===== src/hdl/dwesm_pkg.sv =====
package dwesm_pkg;

    localparam int VAL_W = 64;
    localparam int ACT_W = 8;
    localparam int ST_W  = 3;

    // result status codes
    localparam logic [ST_W-1:0] ST_OK          = 3'd0;
    localparam logic [ST_W-1:0] ST_OVERFLOW    = 3'd1;
    localparam logic [ST_W-1:0] ST_UNDERFLOW   = 3'd2;
    localparam logic [ST_W-1:0] ST_NO_REGS     = 3'd3;
    localparam logic [ST_W-1:0] ST_NO_FRAME    = 3'd4;
    localparam logic [ST_W-1:0] ST_NO_OBJECT   = 3'd5;
    localparam logic [ST_W-1:0] ST_UNSUPPORTED = 3'd6;

    // configuration register indexes
    localparam logic [1:0] CFG_HAS_REGS    = 2'd0;
    localparam logic [1:0] CFG_FRAME_BASE  = 2'd1;
    localparam logic [1:0] CFG_HAS_OBJECT  = 2'd2;
    localparam logic [1:0] CFG_OBJECT_BASE = 2'd3;

    // operation code bytes
    localparam logic [ACT_W-1:0] OP_ADDR        = 8'h03;
    localparam logic [ACT_W-1:0] OP_DEREF       = 8'h06;
    localparam logic [ACT_W-1:0] OP_CONST1U     = 8'h08;
    localparam logic [ACT_W-1:0] OP_CONST2S     = 8'h0b;
    localparam logic [ACT_W-1:0] OP_CONST4U     = 8'h0c;
    localparam logic [ACT_W-1:0] OP_CONST8U     = 8'h0e;
    localparam logic [ACT_W-1:0] OP_CONSTU      = 8'h10;
    localparam logic [ACT_W-1:0] OP_CONSTS      = 8'h11;
    localparam logic [ACT_W-1:0] OP_DUP         = 8'h12;
    localparam logic [ACT_W-1:0] OP_DROP        = 8'h13;
    localparam logic [ACT_W-1:0] OP_OVER        = 8'h14;
    localparam logic [ACT_W-1:0] OP_SWAP        = 8'h16;
    localparam logic [ACT_W-1:0] OP_AND         = 8'h1a;
    localparam logic [ACT_W-1:0] OP_MINUS       = 8'h1c;
    localparam logic [ACT_W-1:0] OP_MUL         = 8'h1e;
    localparam logic [ACT_W-1:0] OP_NEG         = 8'h1f;
    localparam logic [ACT_W-1:0] OP_NOT         = 8'h20;
    localparam logic [ACT_W-1:0] OP_OR          = 8'h21;
    localparam logic [ACT_W-1:0] OP_PLUS        = 8'h22;
    localparam logic [ACT_W-1:0] OP_PLUS_UCONST = 8'h23;
    localparam logic [ACT_W-1:0] OP_XOR         = 8'h27;
    localparam logic [ACT_W-1:0] OP_LIT0        = 8'h30;
    localparam logic [ACT_W-1:0] OP_LIT31       = 8'h4f;
    localparam logic [ACT_W-1:0] OP_BREG0       = 8'h70;
    localparam logic [ACT_W-1:0] OP_BREG31      = 8'h8f;
    localparam logic [ACT_W-1:0] OP_FBREG       = 8'h91;
    localparam logic [ACT_W-1:0] OP_NOP         = 8'h96;

    // stack update commands
    localparam logic [2:0] SC_HOLD = 3'd0;
    localparam logic [2:0] SC_PUSH = 3'd1;
    localparam logic [2:0] SC_POP  = 3'd2;  // drop top, new top from value
    localparam logic [2:0] SC_SET  = 3'd3;  // replace top
    localparam logic [2:0] SC_SWAP = 3'd4;

    typedef struct packed {
        logic [2:0]       kind;
        logic [VAL_W-1:0] value;
        logic             clear;
    } stack_cmd_t;

endpackage


===== src/hdl/dwesm_stack.sv =====
module dwesm_stack #(
    parameter int STACK_DEPTH = 16,
    localparam int CNT_W  = $clog2(STACK_DEPTH + 1),
    localparam int ADDR_W = $clog2(STACK_DEPTH)
) (
    input  logic                        clk,
    input  logic                        rst_n,
    input  logic                        apply,
    input  dwesm_pkg::stack_cmd_t       cmd,
    output logic [dwesm_pkg::VAL_W-1:0] top,
    output logic [dwesm_pkg::VAL_W-1:0] nxt,
    output logic [CNT_W-1:0]            count
);
    import dwesm_pkg::*;

    localparam int MEM_N = 1 << ADDR_W;

    // top two entries live in flops, the rest below them in the memory
    logic [VAL_W-1:0] top_reg;
    logic [VAL_W-1:0] top_next;
    logic [VAL_W-1:0] nxt_reg;
    logic [VAL_W-1:0] nxt_next;
    logic [VAL_W-1:0] below_reg;
    logic [CNT_W-1:0] count_reg;
    logic [CNT_W-1:0] count_next;
    logic [VAL_W-1:0] mem [MEM_N];
    logic             mem_we;
    logic [CNT_W-1:0] wsub;
    logic [CNT_W-1:0] rsub;
    logic [ADDR_W-1:0] waddr;
    logic [ADDR_W-1:0] raddr;

    always_comb
    begin
        top_next   = top_reg;
        nxt_next   = nxt_reg;
        count_next = count_reg;
        mem_we     = 1'b0;
        if (apply)
        begin
            unique case (cmd.kind)
                SC_PUSH:
                begin
                    top_next   = cmd.value;
                    nxt_next   = top_reg;
                    count_next = count_reg + CNT_W'(1);
                    mem_we     = (count_reg >= CNT_W'(2));
                end
                SC_POP:
                begin
                    top_next   = cmd.value;
                    nxt_next   = below_reg;
                    count_next = count_reg - CNT_W'(1);
                end
                SC_SET:
                begin
                    top_next = cmd.value;
                end
                SC_SWAP:
                begin
                    top_next = nxt_reg;
                    nxt_next = top_reg;
                end
                default:
                begin
                end
            endcase
            if (cmd.clear)
            begin
                count_next = '0;
            end
        end
    end

    // spill slot is count-2; entry under the second one is count-3
    assign wsub  = count_reg - CNT_W'(2);
    assign rsub  = count_next - CNT_W'(3);
    assign waddr = wsub[ADDR_W-1:0];
    assign raddr = rsub[ADDR_W-1:0];

    always_ff @(posedge clk or negedge rst_n)
    begin
        if (!rst_n)
        begin
            count_reg <= '0;
        end
        else
        begin
            count_reg <= count_next;
        end
    end

    always_ff @(posedge clk)
    begin
        top_reg <= top_next;
        nxt_reg <= nxt_next;
    end

    // below_reg always holds entry count-3, forwarded on a spill to that slot
    always_ff @(posedge clk)
    begin
        if (mem_we)
        begin
            mem[waddr] <= nxt_reg;
        end
        if (mem_we && (waddr == raddr))
        begin
            below_reg <= nxt_reg;
        end
        else
        begin
            below_reg <= mem[raddr];
        end
    end

    assign top   = top_reg;
    assign nxt   = nxt_reg;
    assign count = count_reg;

endmodule


===== config.mk =====
export PLATFORM = sky130hd
export DESIGN_NAME = dwesm_stack
export DESIGN_NICKNAME = d
export VERILOG_FILES = /design/src/hdl/dwesm_pkg.sv /design/src/hdl/dwesm_stack.sv
export SDC_FILE = /design/constraint.sdc
export NUM_CORES = 1
export LEC_CHECK = 0
export BUFFER_PORTS_ARGS = -buffer_cell sky130_fd_sc_hd__clkbuf_2
export CAP_MARGIN = 0
export CORE_ASPECT_RATIO = 1.75
export CORE_MARGIN = 2
export CORE_UTILIZATION = 64
export CTS_BUF_LIST = sky130_fd_sc_hd__clkbuf_4
export DETAILED_ROUTE_END_ITERATION = 10
export PLACE_DENSITY_LB_ADDON = 0.1
export SLEW_MARGIN = 30
export SYNTH_ARGS = -nofsm -noshare
export SYNTH_HDL_FRONTEND = slang
export SYNTH_SLANG_ARGS = --single-unit

===== constraint.sdc =====
create_clock -name clk -period 5.7 [get_ports clk]
set_clock_uncertainty 0.05 [all_clocks]
set_input_delay 1.14 -clock clk [delete_from_list [all_inputs] [get_ports clk]]
set_output_delay 1.14 -clock clk [all_outputs]
set_load 0.005 [all_outputs]

== Word-level counts from Yosys, hierarchy flattened ==
Memory sizes are Yosys's and may differ from the RTL's. A register that Yosys moved wholly into a read port is not among the register bits.
Cells that the tools add are included.
Storage, ports and cells
  flip-flop bits (word level): 133
  bits in writable memories: 1024
  input port bits: 71
  output and inout port bits: 133
  word-level logic and storage cells: 28
  memories kept: 1
Memory list
  mem: depth 16, width 64, read ports 1, clocked after memory_dff 1, wr ports 1, line dwesm_stack.sv:26  | logic [VAL_W-1:0] mem [MEM_N];
Cells by class
  $add $sub $neg: 4
  order comparisons: 1
  eq/ne operators: 4
  multiplexer cells: 9
  reductions and logical operators: 6
Operators by type and width (number)
  $pmux 64 s2: 2
  $mux 5: 2
  $pmux 5 s2: 1
  $sub 4x2->4 const B: 2
  $eq 3x2->1 const B: 2
  $add 5x1->5 const B: 1
  $ge 5x2->1 const B: 1
  $sub 5x1->5 const B: 1
  $mux 1: 4
  $reduce_and 2->1: 2
  $reduce_bool 2->1: 2
  $eq 3x1->1 const B: 1
  $eq 3x3->1 const B: 1
  $reduce_or 3->1: 1
  $reduce_or 2->1: 1

== Logic depth before layout (Yosys ltp) ==
  word-level depth: 5
  depth in mapped cells: 9

== Worst setup path before layout ==
No wires, ideal clock.
  kind: input to register
  from: input port cmd[67] (netlist name)
  to: memory mem[7][0], enable pin
  setup time: 0.486 ns
  arrival: 4.625 ns
  required time: 5.164 ns
  slack: 0.539 ns
  stages: 5
  path buffers: 1
  path through: buf_2 > nand2b_1 > nor3_1 > nand3_1 > nor2_1
On the way
  longest elaborated chain between the ends: 5
RTL lines
  start, declared: line dwesm_stack.sv:9  | input dwesm_pkg::stack_cmd_t cmd,
  $eq 3x1->1: line dwesm_stack.sv:41  | unique case (cmd.kind)
  $mux 1: line dwesm_stack.sv:41
  $mux 1: line dwesm_stack.sv:39  | if (apply)
  $mux 1: line dwesm_stack.sv:102  | if (mem_we)
  $mux 1 (implied by the code): line dwesm_stack.sv:104  | mem[waddr] <= nxt_reg;
  end, declared: line dwesm_stack.sv:26
Every way passes these cells.

== Worst setup path after layout ==
  from: register count_reg[1] (netlist: count[1])
  to: memory mem[15][35], enable pin
On the way
  longest elaborated chain between the ends: 5
RTL lines
  start, declared: line dwesm_stack.sv:24  | logic [CNT_W-1:0] count_reg;
  start signal, assigned: line dwesm_stack.sv:89  | count_reg <= count_next;
  $ge 5x2->1: line dwesm_stack.sv:47  | mem_we = (count_reg >= CNT_W'(2));
  $mux 1: line dwesm_stack.sv:41
  $mux 1: line dwesm_stack.sv:39
  $mux 1: line dwesm_stack.sv:102
  $mux 1 (implied by the code): line dwesm_stack.sv:104
Parallel ways exist; a longest one is shown, timed or not.

==> impl.org <==
** Power
- The analysis attributes to cell leakage a power of 0.0164 uW.
- Dividing total power by cell area gives a power density of 351 nW/um^2.
- After layout, the design draws a total of 17600 uW.
- The worst-case IR drop observed on VDD is between 0.2 and 0.25 mV.

** Die
- Die X-Extent :: between 200 and 250 um
- The die covers just over 70000 um^2.
- From bottom edge to top edge, the die measures roughly 350 um.
- For this configuration, the core starts out at a cell density of between 60% and 70%.
- The total area inside the core boundary comes to 69300 um^2.
- Ports :: 204
- Row generation in the floorplan step produced approximately 130 rows.

** Global routing
- Global routing consumed, over all layers together, 28.1% of the routing resources.
- Largest net degree at the start of global routing :: ~110
- Summed over all layers, the global routing overflow is 0.
- Via count of the first global-routing pass :: 23847
- Antenna violations before repair :: 1
- The first global-routing pass estimated 146000 um of wire.

** Placement
- The HPWL after detailed placement is 52800 um.
- Placer Congestion :: 0.781
- IO Port Bufs :: about 200
- Placed cell areas :: 47100 um^2

** CTS
- The clock passes through at most 3 buffers.
- Clock tree from TritonCTS :: done
- The clock tree synthesis step divided the H-tree into 4 levels.
- For this design, the sink count on the clock tree is 1161.
- Number of buffers created by CTS :: approximately 240
- Number of gates resized after cts :: 0
- Post-CTS setup buffer count :: 0
- Clock-pin slew was measured on the worst setup and hold paths at about 0.070 ns.
- Clock root buffer :: sky130_fd_sc_hd__clkbuf_4
- Clock latency reported for the late side of the worst-skew pair :: 1.05 ns

** Synthesis
- Yosys mapped a number of flops with a built-in enable equal to between 1000 and 1500.
- The synthesized netlist devotes 0.0841% of its cell area to adder and majority cells.
- Mapped Area :: 44700 um^2
- The average instance in the mapped netlist occupies 22.4 um^2.
- In the post-synthesis netlist, the cell with the most instances is sky130_fd_sc_hd__edfxtp_1.
- Summing the areas of all xor and xnor instances in the mapped netlist gives 0.157% of the synthesized area.
- Post-Synthesis Net Count :: approximately 2100
- Synthesis produced a netlist whose cell count is approximately 2000.
- The most used flip-flop cell after synthesis is sky130_fd_sc_hd__edfxtp_1.
- Top cell type's share of synthesized area :: 77.5%
- In the synthesized netlist the async set-or-reset flop fraction comes to 0.431%.
- Yosys attributes the largest share of cell area to sky130_fd_sc_hd__edfxtp_1, sky130_fd_sc_hd__mux4_2, sky130_fd_sc_hd__mux2_2.
- Area fraction in and, or, nand and nor cells after synthesis :: 2.06%
- Distinct cells, synth :: 42
- Combinational family with the most area after synthesis :: multiplexers
- Multiplexer share of the synthesized area :: 16.2%
- Yosys warning count :: 0
- Sequential cells were found to cover between 70 and 80% of the synthesized design area.
- Leading area contributor after synthesis :: sky130_fd_sc_hd__edfxtp_1
- In the synthesized netlist, the cells that appear most often are sky130_fd_sc_hd__edfxtp_1, sky130_fd_sc_hd__mux4_2, sky130_fd_sc_hd__mux2_2.
- Compound-Gate Fraction of Synth Area :: between 2 and 2.5%
- #FFs+latches synth :: around 1200

** Worst setup path
- Measured in cells, the most critical reg-to-reg path has a length of 7.
- In this run the number of cells on the critical path is 7.
- Worst-path maximum fanout :: 23
- Data required time at the worst endpoint :: 6.33 ns
- The signal on the critical path passes through inv_1, ha_1, and3_1, nor3_1, nand3_1, nor2_4, buf_4.
- Kind of start point of the critical path :: flip-flop
- For the worst setup path, the data arrival time is slightly above 4 ns.
- The slowest stage of the critical path is the sky130_fd_sc_hd__nor2_4 cell.
- Critical path's largest stage delay :: 0.67 ns
- The worst setup path is of the flip-flop to flip-flop kind.
- Buf+Inv Stages, Crit Path :: 2
- Top cell family by delay on the critical path :: simple AND/OR/NAND/NOR gates
- Kind of capture point of the worst setup path :: flip-flop

** Timing
- For the pin with the worst max-slew slack, the measured transition is 1.02 ns.
- Count of endpoints failing hold in the final timing report :: 0
- Measured against its own limit, the worst slew margin works out to 32.0%.
- Unrepaired setup endpoints after global routing :: false
- Setup violations remaining at the end of the flow were counted as 0.
- The max-slew violation total from the final report came to 0.
- Static timing analysis puts the maximum clock frequency at 0.293 GHz.
- Sum of negative setup slack :: 0 ns
- The worst path in the final design needs a cycle of 3.42 ns, including I/O delays and setup.
- Dividing the final minimum period by the clock period gives between 50% and 60%.

** Status
- Run status :: finished, final reports clean

** Final layout
- Summed area of non-filler cells in the final layout :: 50200 um^2
- Counting the fill cells in the layout gives around 4200.
- Fin nets :: 2468
- Area occupied by registers :: between 30000 and 40000 um^2
- Largest register FFs :: 1024
- Layout-stage area growth over the synthesis result :: 12.3%
- Summing all multi-input logic gate instances after layout gives 9410 um^2.
- Of the cells placed in the final design, the portion with a size suffix greater than 1 is 40.9%.

** Routing
- Detailed-route vias per instance :: about 6.4
- Detailed routing inserted a total of 22151 vias.
- Remaining routing DRC violations :: 0
- Number of routed nets with antenna violations :: 0
- In the final routed layout, each cell accounts on average for 27.9 um.
- Count of TritonRoute iterations in the first routing pass :: 5
- The first routing iteration left 1919 violations.
- The routed design has 97200 um of wire.

** Worst hold path
- Hold Path Depth :: 2
- Worst min-delay path category :: input port to flip-flop

** Flow run
- Max-capacitance violation count :: 0
through the flow:
step | hold slack (ns) | setup WS, ns | std cells | util, %
floorplan | 0.525 | 0.539 | 1998 | -
global placement | 0.557 | 1.76 | 3053 | 67.7
detailed placement | 0.571 | 1.73 | 3060 | 68.0
CTS | 0.212 | 2.23 | 3478 | 72.3
global route | 0.289 | 2.00 | 3481 | 72.3
finish | 0.341 | 2.28 | 3481 | 72.3
cell families after synthesis:
family          Yosys count
mux                     387
flops                  1161
fa+ha+maj                 3
xor+xnor                  8
compound gates          142
simple gates            183
buf+inv                 114
metal layers:
metal	routed length [um]	share of wire (%)	vias to the layer above	track usage, %
met2	53000	55	1005	49.4
met1	34700	36	11643	35.4
li1	-	-	9347	-
met3	6880	7.1	156	4.27
met5	0	0	-	0
met4	2570	2.6	0	11.1
layout make-up:
cell class / instances / share of cell area, %
Timing Repair Buffer: 264 / 3.66
Tap cell: 910 / 2.27
Clock buffer: 359 / 5.37
Multi-Input combinational cell: 723 / 18.8
Clock inverter: 58 / 0.524
Inverter: 5 / 0.0374
Antenna cell: 1 / 0.00499
Sequential cell: 1161 / 69.4
cells in the final DEF, fill, tap and decap left out, drive strengths merged, types with 3 or more instances in the layout:
cell type / instances
mux2i: 3
buf: 60
edfxtp: 1152
xnor2: 4
inv: 12
clkinv: 48
nor2: 85
mux2: 128
o21a: 3
dfrtp: 5
dfxtp: 4
nand2b: 8
xor2: 4
a21oi: 4
o22ai: 65
clkbuf: 562
a211oi: 64
nor2b: 67
ha: 3
nand2: 10
mux4: 256
final timing paths:
check | from | end | slack (ns)
worst max-delay path | count[1] | mem[15][35] | 2.28
worst min-delay path | cmd[0] | count[4] | 0.34
worst max register to register | count[1] | mem[15][35] | 2.28
worst min register to register | top[42] | nxt[42] | 0.57
max in group asynchronous | rst_n | count[3] | 5.05
min in group asynchronous | rst_n | count[1] | 0.41
timing repair:
| action | 4_1_cts | 5_1_grt |
|---|---|---|
| setup endpoints to repair | 0 | 0 |
| hold endpoints to repair | 5 | 0 |
| hold buffers | 1 | 0 |
where the power goes:
| part | total [uW] | switching [uW] | internal, uW |
|---|---|---|---|
| clock | 5860 | 2960 | 2900 |
| combinational | 1820 | 934 | 883 |
| sequential | 9940 | 316 | 9620 |
| total | 17600 | 4210 | 13400 |
Power figures use the tool's default switching activity.
